**src/hw/rtl/sacs_ram.sv**
```systemverilog
// Generic simple dual-port RAM with one write port and one registered read port.
module sacs_ram #(
  parameter int WIDTH = 8,
  parameter int DEPTH = 16,
  parameter int AW    = (DEPTH > 1) ? $clog2(DEPTH) : 1
) (
  input  logic             clk,
  input  logic             we,
  input  logic [AW-1:0]    waddr,
  input  logic [WIDTH-1:0] wdata,
  input  logic             re,
  input  logic [AW-1:0]    raddr,
  output logic [WIDTH-1:0] rdata
);

  logic [WIDTH-1:0] mem [DEPTH];

  // Write port
  always_ff @(posedge clk) begin
    if (we) begin
      mem[waddr] <= wdata;
    end
  end

  // Read port, registered
  always_ff @(posedge clk) begin
    if (re) begin
      rdata <= mem[raddr];
    end
  end

endmodule

```
**config.mk**
```make
export PLATFORM = sky130hd
export DESIGN_NAME = sacs_ram
export DESIGN_NICKNAME = d
export VERILOG_FILES = /design/src/hw/rtl/sacs_ram.sv
export SDC_FILE = /design/constraint.sdc
export NUM_CORES = 1
export LEC_CHECK = 0
export BUFFER_PORTS_ARGS = -buffer_cell sky130_fd_sc_hd__buf_2
export CORE_MARGIN = 3
export CORE_UTILIZATION = 54
export DETAILED_ROUTE_END_ITERATION = 10
export PLACE_DENSITY = 0.75
export SETUP_SLACK_MARGIN = 0.15
export SYNTH_ARGS = -nofsm -noshare
export SYNTH_HDL_FRONTEND = slang
export SYNTH_SLANG_ARGS = --single-unit
```
**constraint.sdc**
```tcl
create_clock -name clk -period 1.75 [get_ports clk]
set_input_delay 0.35 -clock clk [delete_from_list [all_inputs] [get_ports clk]]
set_output_delay 0.35 -clock clk [all_outputs]
set_load 0.01 [all_outputs]
```
# == Yosys cells after proc, flatten, opt, wreduce, memory -nomap -nowiden ==
# Memories as Yosys holds them, arrays and structs flattened. A register that Yosys moved wholly into a read port is not among the register bits.
# Index checks and enable logic that the tools add are counted.
# word_totals
out_inout_bits,8
reg_bits,0
ramBits,128
in_bits,19
mem_count,1
# classes
n_mux,2
# mem_list
memory,words,width,read_ports,rd_clocked_by_memory_dff,write_ports,line_no,rtl
mem,16,8,1,1,1,16,logic [WIDTH-1:0] mem [DEPTH];
# ops
operator,n
1-bit two-way mux,2

# == Depth between registers and ports, before layout ==
# depth
ltp_word,2
depth_mapped,5

# == Worst setup path before layout ==
# No wires, ideal clock.
# synth_timing
path_kind,input port to flip-flop
startpoint,in waddr[2]
endpoint,mem mem[0][0] (enable)
cell_stages,2
arrival_ps,1460
required_time_ps,1367
path_slack_ps,-93
cell_sequence,or3b_2 nor3_1
# synth_lines
item,line_no,rtl
start: declaration,9,"input logic [AW-1:0] waddr,"
end: declaration,16,
# Straight into the memory's write port.

==> impl_results.md <==
* PwrDens at 1192 nW/um2
* Core Area at 9328 um2
* Cells after synthesis at 229
* DR vias at 2520
* Sink Count at 136
* VDD IR-drop max at 0.0006836 V
* R2r worst-path depth at 3
* Final wirelength at 9839 um
* Setup Fix Bufs, Post-CTS at 0
* Required @ worst endpoint at 2.01 ns
* Largest net degree at the start of global routing at 17
* Antenna-violating nets left at 0
* Multi-input gate area at 1067 um2
* Gr usage total at 19.84%
* Post-DP HPWL at 6192 um
* Share of the synthesized area in the top cell type at 78.12%
* Fin nets at 311
* RR Startpoint: mem[2][5]
* N_diodes at 0
* Number of DRC markers in iteration 0 at 215
* Hold buffer count at cts at 0
* I/O Pins at 27
* Worst-skew pair later-pin latency at 0.51 ns
* Sequential Power Share at 49.6%
* Vias per cell at 5.820
* Row count at 35
* Synth unique cells at 18
* Mean Syn Cell Area at 22.83 um2
* Reg2reg setup slack at 0.22 ns
* Crit path DAT at 1.79 ns
* Place WS at -0.1975 ns
* DRC at 0
* Hold Startpoint: re
* Die H at 104.4 um
* Cell taking the most area after synthesis: edfxtp_1
* Fin crit period at 1.531 ns
* P_leak at 0.002136 uW
* Total congestion overflow at 0
* Die Wd at 104.4 um
* IO Port Bufs at 26
* Die area at 10900 um2
* Critical Path End: rdata[5]
* Largest cells by area after synthesis: edfxtp_1 78%, mux4_2 7.8%, mux4_1 7.0%
* Sw Pwr at 1468 uW
* Rel. slew slack at 74.44%
* Starting Density at 56.04%
* Max capacitance violation total at 0
* F_max at 0.6531 GHz
* Longest Clk Path Bufs at 2
* Register bit total from synthesis at 136
* Tcrit/Tclk final at 87.50%
* RSZ-0062 raised after global routing: no
* Number of global-route vias before repair at 2687
* GPL Wtd Cong at 0.7337
* Syn_nets at 248
* Combinational share of power at 4.7%
* Worst setup EP type: flip-flop
* First-pass detailed-route iteration total at 4
* Share of post-route cells with drive strength above 1 at 33.88%
* Setup violators final at 0
* Hold crit path type: in2reg
* CTS tree: yes
* Clk pwr share at 45.7%
* Internal power at 5985 uW
* Startpoint types: flip-flop
* Average wire per standard cell at 22.72 um
* Crit path kind: reg2reg
* Worst-Margin Slew at 0.3833 ns
* Setup crit start: mem[2][5]
* Endpoints failing hold at 0
* Filler cell count in the final layout at 560
* Clk_skew at 0.01102 ns
* Post-layout util at 67.03%
* Setup slack after layout at 0.2187 ns
* Clk Tree Root Cell: clkbuf_8
* Reg clk slew, reported paths at 0.06 ns
* Cell Area, Synth at 5228 um2
* Cts bufs inserted at 17
* FF/Latch Area at 4084 um2
* First-pass GRT wire length at 15660 um
* Setup TNS at 0 ns
* Switching share of power at 19.70%
* Critical R2R Capture: rdata[5]
* Initial antenna violation count at 0
* Slew Limit Fails at 0
* Yosys warns at 0
* CTS H-Tree Depth at 4
* Max FO, Critical Path at 1
* Area grow syn2layout at 19.60%
* Status: finished clean
* Seq/Total Area, Yosys at 78.12%
-- metrics by stage --
stage	hold WS (ns)	power, uW	std cells	instance area (um2)
after floorplan	0.4489	3948	229	5240
after global placement	0.7254	4102	402	5673
after detailed placement	0.7310	4113	402	5673
after CTS	0.2013	7503	433	6252
after global routing	0.2002	7687	433	6252
final	0.2130	7454	433	6252
-- synth_stat cells --
library cell     instances
nand3_1                  1
nand3b_1                 2
a22oi_1                 16
nor3_1                   4
and2b_1                  1
mux4_2                  18
clkdlybuf4s25_2          3
buf_4                    1
mux4_1                  14
and2_1                   1
or3b_2                   1
buf_2                    3
edfxtp_1               136
nor2_1                  13
nand2b_1                 2
buf_6                    3
nand2_1                  9
nor2b_1                  1
-- sequential cells by signal, summed over array words and instances (netlist names) --
| signal | count |
|---|---|
| mem | 128 |
| rdata | 8 |
-- how the worst min path moves through the flow --
stage / slack (ns) / end / cells past startpoint
after floorplan: 0.45 / mem[0][0] / 0
after global placement: 0.73 / rdata[0] / 3
after detailed placement: 0.73 / rdata[0] / 3
after CTS: 0.20 / rdata[3] / 1
after global routing: 0.20 / rdata[3] / 1
final: 0.21 / rdata[1] / 1
-- placed cells by master, fill, tap and decap left out, types with 3 or more instances in the layout --
master      instances
buf_4              26
nor2_1             13
a22oi_1            15
nand2_1             9
nor3_1              3
mux4_1             14
edfxtp_1          136
bufinv_16           3
clkinvlp_4          3
mux4_2             18
clkbuf_16          16
buf_2              26
-- logic make-up (layout without fill, tap and decap cells) --
| kind of cell | after synthesis | count (layout) | synth area share, % |
|---|---|---|---|
| mux | 32 | 32 | 14.79 |
| compound gates | 16 | 16 | 2.298 |
| flops | 136 | 136 | 78.12 |
| simple gates | 35 | 35 | 3.136 |
| buf+inv | 10 | 85 | 1.651 |
-- power groups by stage --
stage               clock network (uW)  logic (uW)  registers [uW]
finish                            3410         352            3690
global route                      3600         385            3700
CTS                               3450         358            3690
detailed placement                   0         353            3760
global placement                     0         346            3760
floorplan                            0         188            3760
-- what timing repair did --
item | in CTS | in global routing
resized for setup | 1 | 0
endpoints found under the setup margin | 1 | 0
endpoints found under the hold margin | 0 | 0
-- metal layers --
metal  GRT usage [%]  up-vias  wire length (um)
met5               0        -                 0
met4           7.312        0               142
met3           5.400       10               534
met2           32.06       91              5047
met1           26.11     1315              4116
li1                -     1104                 -
-- cell type report --
type	instances	area share, %
clock buffers	19	6.744
clock inverters	12	2.441
multi-input cells	83	17.07
flip-flops and latches	136	65.32
well taps	129	2.582
repair buffers	54	5.843
-- worst max-delay path, stage by stage (launching register included) --
cell and delay [ns]:
edfxtp_1 0.42, mux4_1 0.56, a22oi_2 0.22, nand2_1 0.08
Power figures use the tool's default switching activity.
