===== src/hw/rtl/sacs_pkg.sv =====
// Shared constants, types and codes of the SRRIP set-associative tag store.
package sacs_pkg;

  // Geometry
  localparam int WAYS = 4;
  localparam int SETS = 256;

  // Field widths
  localparam int ADDR_W    = 32;
  localparam int TAG_W     = 32;
  localparam int CFG_W     = 4;
  localparam int CFG_IDX_W = 8;
  localparam int RRPV_W    = 2;
  localparam int OUT_WAY_W = 2;
  localparam int SHIFT_W   = 5;

  // Set number before the wrap to SETS: index_bits is at most 15
  localparam int RAW_W = 15;

  localparam int WAY_W = (WAYS > 1) ? $clog2(WAYS) : 1;
  localparam int SET_W = (SETS > 1) ? $clog2(SETS) : 1;
  localparam bit SETS_POW2 = ((SETS & (SETS - 1)) == 0);

  // Reciprocal for the wrap when SETS is not a power of two
  localparam int DIV_K = RAW_W + SET_W;
  localparam int DIV_M = (2 ** DIV_K) / SETS;
  localparam int M_W   = DIV_K + 1;

  // Re-reference values
  localparam logic [RRPV_W-1:0] RRPV_MAX  = 2'd3;
  localparam logic [RRPV_W-1:0] RRPV_FILL = 2'd2;
  localparam logic [RRPV_W-1:0] RRPV_HIT  = 2'd0;

  // Register indexes
  localparam logic [CFG_IDX_W-1:0] CFG_OFFSET_BITS = 8'd0;
  localparam logic [CFG_IDX_W-1:0] CFG_INDEX_BITS  = 8'd1;

  // Register reset values
  localparam logic [CFG_W-1:0] OFFSET_RST = 4'd6;
  localparam logic [CFG_W-1:0] INDEX_RST  = 4'd8;

  typedef logic [TAG_W-1:0] tag_t;

  typedef struct packed {
    logic              valid;
    logic [RRPV_W-1:0] rrpv;
  } meta_t;

  // Outcome of one lookup
  typedef struct packed {
    logic             hit;
    logic             filled_empty;
    logic [WAY_W-1:0] way;
  } dec_t;

  localparam int META_ROW_W = WAYS * $bits(meta_t);
  localparam int TAG_ROW_W  = WAYS * TAG_W;

endpackage


===== src/hw/rtl/sacs_way_sel.sv =====
// Way selection for one set: hit search, empty-way fill, SRRIP ageing and victim.
module sacs_way_sel (
  input  sacs_pkg::tag_t              tag,
  input  sacs_pkg::tag_t [sacs_pkg::WAYS-1:0] tag_row,
  input  sacs_pkg::meta_t [sacs_pkg::WAYS-1:0] meta_row,
  output sacs_pkg::dec_t              dec,
  output sacs_pkg::meta_t [sacs_pkg::WAYS-1:0] meta_new,
  output sacs_pkg::tag_t [sacs_pkg::WAYS-1:0] tag_new
);
  import sacs_pkg::*;

  logic [WAYS-1:0]   hit_vec;
  logic [WAYS-1:0]   inv_vec;
  logic [WAYS-1:0]   max_vec;
  logic [WAYS-1:0]   is3;
  logic [WAYS-1:0]   is2;
  logic [WAYS-1:0]   is1;
  logic [RRPV_W-1:0] maxv;
  logic [RRPV_W-1:0] delta;
  logic [WAY_W-1:0]  hit_way;
  logic [WAY_W-1:0]  inv_way;
  logic [WAY_W-1:0]  vic_way;

  // Per-way match flags
  always_comb begin
    for (int w = 0; w < WAYS; w++) begin
      hit_vec[w] = meta_row[w].valid && (tag_row[w] == tag);
      inv_vec[w] = !meta_row[w].valid;
      is3[w]     = (meta_row[w].rrpv == 2'd3);
      is2[w]     = (meta_row[w].rrpv == 2'd2);
      is1[w]     = (meta_row[w].rrpv == 2'd1);
    end
  end

  // Largest value in the set, and the ageing step that lifts it to the maximum
  always_comb begin
    if (|is3) begin
      maxv = 2'd3;
    end else if (|is2) begin
      maxv = 2'd2;
    end else if (|is1) begin
      maxv = 2'd1;
    end else begin
      maxv = 2'd0;
    end
    delta = RRPV_MAX - maxv;
    for (int w = 0; w < WAYS; w++) begin
      max_vec[w] = (meta_row[w].rrpv == maxv);
    end
  end

  // Lowest-numbered way of each kind
  always_comb begin
    hit_way = '0;
    inv_way = '0;
    vic_way = '0;
    for (int w = WAYS - 1; w >= 0; w--) begin
      if (hit_vec[w]) hit_way = WAY_W'(w);
      if (inv_vec[w]) inv_way = WAY_W'(w);
      if (max_vec[w]) vic_way = WAY_W'(w);
    end
  end

  // Decision and updated row
  always_comb begin
    meta_new = meta_row;
    tag_new  = tag_row;
    dec.hit  = |hit_vec;
    if (|hit_vec) begin
      dec.filled_empty       = 1'b0;
      dec.way                = hit_way;
      meta_new[hit_way].rrpv = RRPV_HIT;
    end else if (|inv_vec) begin
      dec.filled_empty        = 1'b1;
      dec.way                 = inv_way;
      meta_new[inv_way].valid = 1'b1;
      meta_new[inv_way].rrpv  = RRPV_FILL;
      tag_new[inv_way]        = tag;
    end else begin
      dec.filled_empty = 1'b0;
      dec.way          = vic_way;
      for (int w = 0; w < WAYS; w++) begin
        meta_new[w].rrpv = meta_row[w].rrpv + delta;
      end
      meta_new[vic_way].rrpv = RRPV_FILL;
      tag_new[vic_way]       = tag;
    end
  end

endmodule


===== config.mk =====
export PLATFORM = sky130hd
export DESIGN_NAME = sacs_way_sel
export DESIGN_NICKNAME = d
export VERILOG_FILES = /design/src/hw/rtl/sacs_pkg.sv /design/src/hw/rtl/sacs_way_sel.sv
export SDC_FILE = /design/constraint.sdc
export NUM_CORES = 1
export LEC_CHECK = 0
export BUFFER_PORTS_ARGS = -buffer_cell sky130_fd_sc_hd__buf_2
export CAP_MARGIN = 40
export CORE_MARGIN = 2
export CORE_UTILIZATION = 25
export DETAILED_ROUTE_END_ITERATION = 10
export GPL_TIMING_DRIVEN = 0
export PLACE_DENSITY_LB_ADDON = 0.05
export SLEW_MARGIN = 5
export SYNTH_ARGS = -nofsm -noshare
export SYNTH_HDL_FRONTEND = slang
export SYNTH_SLANG_ARGS = --single-unit

===== constraint.sdc =====
create_clock -name vclk -period 13.95
set_clock_uncertainty 0.15 [all_clocks]
set_input_delay 2.79 -clock vclk [all_inputs]
set_output_delay 2.79 -clock vclk [all_outputs]
set_load 0.005 [all_outputs]

* Yosys cells after proc, flatten, opt, wreduce, memory -nomap -nowiden
Index checks and enable logic that the tools add are counted.
Word-level totals: register bits 0, input port bits 172, output and inout bits 144, logic and storage cells 86
Cells by class: add/sub/neg operators 5, $lt $le $gt $ge 6, equal/unequal tests 20, multiplexer cells 39, reductions and logical operators 16
Operator list (count):
- $bwmux W128 | 2
- $mux W128 | 2
- $demux W32 S2 | 2
- $eq A32 B32 Y1 | 4
- $mux W32 | 2
- $bwmux W12 | 4
- $mux W2 | 17
- $demux W3 S2 | 4
- $mux W12 | 2
- $reduce_or A4 Y1 | 5
- $eq A2 B2 Y1 const B | 8
- $lt A2 B3 Y1 const B | 3
- $mux W3 | 3
- $add A2 B2 Y2 | 4
- $eq A2 B1 Y1 const B | 4
- $eq A2 B2 Y1 | 4
- $logic_and A1 B1 Y1 | 7
- $ge A2 B1 Y1 const B | 3
- $logic_not A1 Y1 | 4
- $sub A2 B2 Y2 const A | 1
- $mux W1 | 1

* Logic depth before layout (Yosys ltp)
depth after elaboration 17, mapped depth 14, mapped depth without buffers 12

* Worst setup path after synthesis
OpenSTA, ideal clock, no wires.
path type in2out, from in meta_row[10] in the netlist's numbering, to out tag_new[100] in the netlist's numbering, arrival 5368 ps, data required time 11010 ps, setup slack 5642 ps, cell stages on the path 14, path buffers 2, cell sequence buf_2 -> inv_1 -> o22ai_1 -> a221oi_1 -> o21ai_0 -> and3_1 -> ha_1 -> o21a_1 -> or2_2 -> o21ai_0 -> nand2_1 -> nor2_1 -> buf_4 -> mux2_2
RTL lines:
- from (decl) | line sacs_way_sel.sv:5 | input sacs_pkg::meta_t [sacs_pkg::WAYS-1:0] meta_row,
- to (decl) | line sacs_way_sel.sv:8 | output sacs_pkg::tag_t [sacs_pkg::WAYS-1:0] tag_new

==> results.py <==
metrics = {
    "sta": {
        "rsz0062_at_grt": "false",
        "period_minus_slack_ps": 8950,
        "hold_viol": 0,
        "maxSlewHeadroom": 0.431,
        "slew_violations": 0,
        "max_freq_mhz": 112,
        "tightest_slew_ps": 850,
        "setup_viol": 0,
        "period_share": 0.642,
        "setup_ws_ps": 5000,
        "finalSetupTns_ps": 0,
    },
    "logic_synthesis": {
        "syn_avg_cell_area_um2": 8.22,
        "synthXorXnorAreaFrac": 0.286,
        "syn_area_um2": 3920,
        "synth_top_family_by_area": "multiplexers",
        "yosys_warnings": 0,
        "syn_nets": 653,
        "synth_cells": 477,
        "synthAdderAreaFrac": 0.0128,
        "synth-simple-area-share": 0.152,
        "synth_compound_area_frac": 0.0880,
        "synthDistinctLibCells": 45,
        "synthMuxAreaShare": 0.367,
        "ys_seq_area_frac": 0,
    },
    "global_route": {
        "grt_pass1_wl_um": 29100,
        "grt.overflow.total": 0,
        "grt_usage": 0.232,
        "grt_pass1_vias": 4759,
        "antenna_found_initial": 0,
        "grt_start_max_net_pins": 11,
    },
    "die": {
        "start_util": 0.257,
        "die-area_um2": 16700,
        "die_width_um": 129,
        "fp.dieH_um": 129,
        "core.rowCount": 45,
        "core_area_um2": 15300,
        "io_pins": 316,
    },
    "drt": {
        "drtAntennaViolNets": 0,
        "first_pass_iters": 4,
        "drt_wl_total_um": 20500,
        "drt-wirelength-per-cell_um": 21.2,
        "drc": 0,
        "avgViaCountPerCell": 4.81,
        "drtIter0Drc": 190,
        "vias": 4664,
    },
    "setup_path": {
        "cp.arrival_ps": 6010,
        "path_class": "in2out",
        "start_kind": "primary input",
        "crit_fanout": 10,
        "crit_required_ps": 11010,
        "end_kind": "output pin",
    },
    "place": {
        "io_buffers": 282,
        "place_hpwl_um": 17600,
        "dp_slack_ps": 5000,
        "finalWeightedCongestion": 0.876,
    },
    "finish": {
        "seq_area_um2": 0,
        "drive_gt1_frac": 0.597,
        "fillCellCount": 1729,
        "n_antenna_cell": 0,
        "area_growth_syn_to_layout_pct": 42.7,
        "n_sequential_cell": 0,
        "clock_buffers": 0,
        "nets": 937,
    },
    "power_and_ir_drop": {
        "p_switching_mw": 0.101,
        "ir_drop_mv": 0.0156,
        "p_leak_nw": 2.58,
        "clockPowerShare": 0,
        "power_density_nw_per_um2": 35.5,
        "power_frac_seq": 0,
        "p_comb_frac": 1.000,
        "p_int_mw": 0.0982,
        "swShare": 0.506,
    },
    "min_path": {
        "hold_path_end": "tag_new[84]",
        "holdPathStages": 3,
        "hold_path_startpoint": "tag_row[84]",
        "hp-class": "in2out",
    },
    "clock_tree": {
        "cts_hold_buf": 0,
        "postCtsSetupBuffers": 0,
        "cts_resized": 0,
    },
    "run_status": {
        "outcome": "finished, final reports clean",
    },
    "flow_run": {
        "cap_violations": 0,
    },
}
synthesized netlist by cell type, types with 5 or more instances:
library cell  count  area, um2
a21oi_1           6       30.0
buf_2            33        165
buf_4             7       52.6
buf_6             9        101
inv_1            13       48.8
mux2_1           11        124
mux2_2          117       1320
nand2_1          18       67.6
nand3_1           5       25.0
nand4_1          23        144
nor2_1           19       71.3
nor3_1           10       50.1
nor4_1           13       81.3
o21ai_0           7       35.0
o22ai_1           6       37.5
xnor2_1          80        701
xor2_1           48        420
per-stage QoR:
stage	utilization	power [mW]	cell area, um2	cells	hold slack [ps]
4_1_cts	0.367	0.201	5600	970	5750
3_5_place_dp	0.367	0.199	5600	970	5740
2_1_floorplan	-	0.109	3920	477	5520
5_1_grt	0.367	0.216	5600	970	5760
3_3_place_gp	0.367	0.199	5600	970	5740
6_report	0.367	0.199	5600	970	5740
worst max-delay path by stage:
stage | from | end | cells after the start
6_report | meta_row[7] | tag_new[121] | 14
5_1_grt | meta_row[10] | tag_new[98] | 15
4_1_cts | meta_row[7] | tag_new[39] | 13
3_5_place_dp | meta_row[7] | tag_new[39] | 13
3_3_place_gp | meta_row[7] | tag_new[39] | 13
2_1_floorplan | meta_row[10] | tag_new[100] | 14
cell type report:
class                           count  area [um2]  share of cell area
Timing Repair Buffer              282        1410               0.252
Buffer                             49         319              0.0570
Inverter                           13        48.8             0.00872
Multi-Input combinational cell    415        3550               0.635
Tap cell                          211         264              0.0472
cells by family (layout without fill, tap and decap cells):
kind of cell / Yosys count / after routing
xor+xnor: 128 / 128
simple gates: 105 / 105
mux: 128 / 128
fa+ha+maj: 4 / 4
buf+inv: 62 / 344
compound gates: 50 / 50
critical path, cell delays in order:
cell	delay [ps]
buf_2	130
buf_2	180
a221oi_1	260
o21ai_0	110
and3_1	230
ha_1	360
o21a_1	160
or2_2	330
o21ai_0	240
nand2_1	80
nor2_1	330
buf_4	320
mux2_2	360
buf_2	130
power by group through the flow:
| stage | registers [mW] | clock network (mW) | logic (mW) |
|---|---|---|---|
| final | 0 | 0 | 0.199 |
| after global placement | 0 | 0 | 0.199 |
| after CTS | 0 | 0 | 0.201 |
| after floorplan | 0 | 0 | 0.109 |
| after global routing | 0 | 0 | 0.216 |
| after detailed placement | 0 | 0 | 0.199 |
layout by cell type (no fill, tap or decap), types with 2 or more instances in the layout:
cell type  Yosys  layout
nor3_1        10      10
nor2_1        19      19
xnor2_1       80      80
a21o_1         4       4
and2_1         3       3
a22oi_1        4       4
nor4_1        13      13
buf_6          9       9
nand3_1        5       5
ha_1           4       4
inv_1         13      13
buf_4          7       7
o21ai_0        7       7
mux2_1        11      11
a21oi_1        6       6
o211a_1        2       2
nand4_1       23      23
a31oi_1        3       3
o21a_1         4       4
buf_2         33     315
nand2_1       18      18
o211ai_1       2       2
o31ai_1        2       2
o22ai_1        6       6
xor2_1        48      48
and4_1         2       2
o31a_1         2       2
mux2_2       117     117
nor2b_1        4       4
metal layers:
metal / vias up / track usage / wire (um)
met5: - / 0 / 0
met3: 18 / 0.0326 / 1240
met2: 202 / 0.414 / 10000
met4: 0 / 0.0377 / 345
li1: 2266 / - / -
met1: 2178 / 0.301 / 8940
Power figures use the tool's default switching activity.
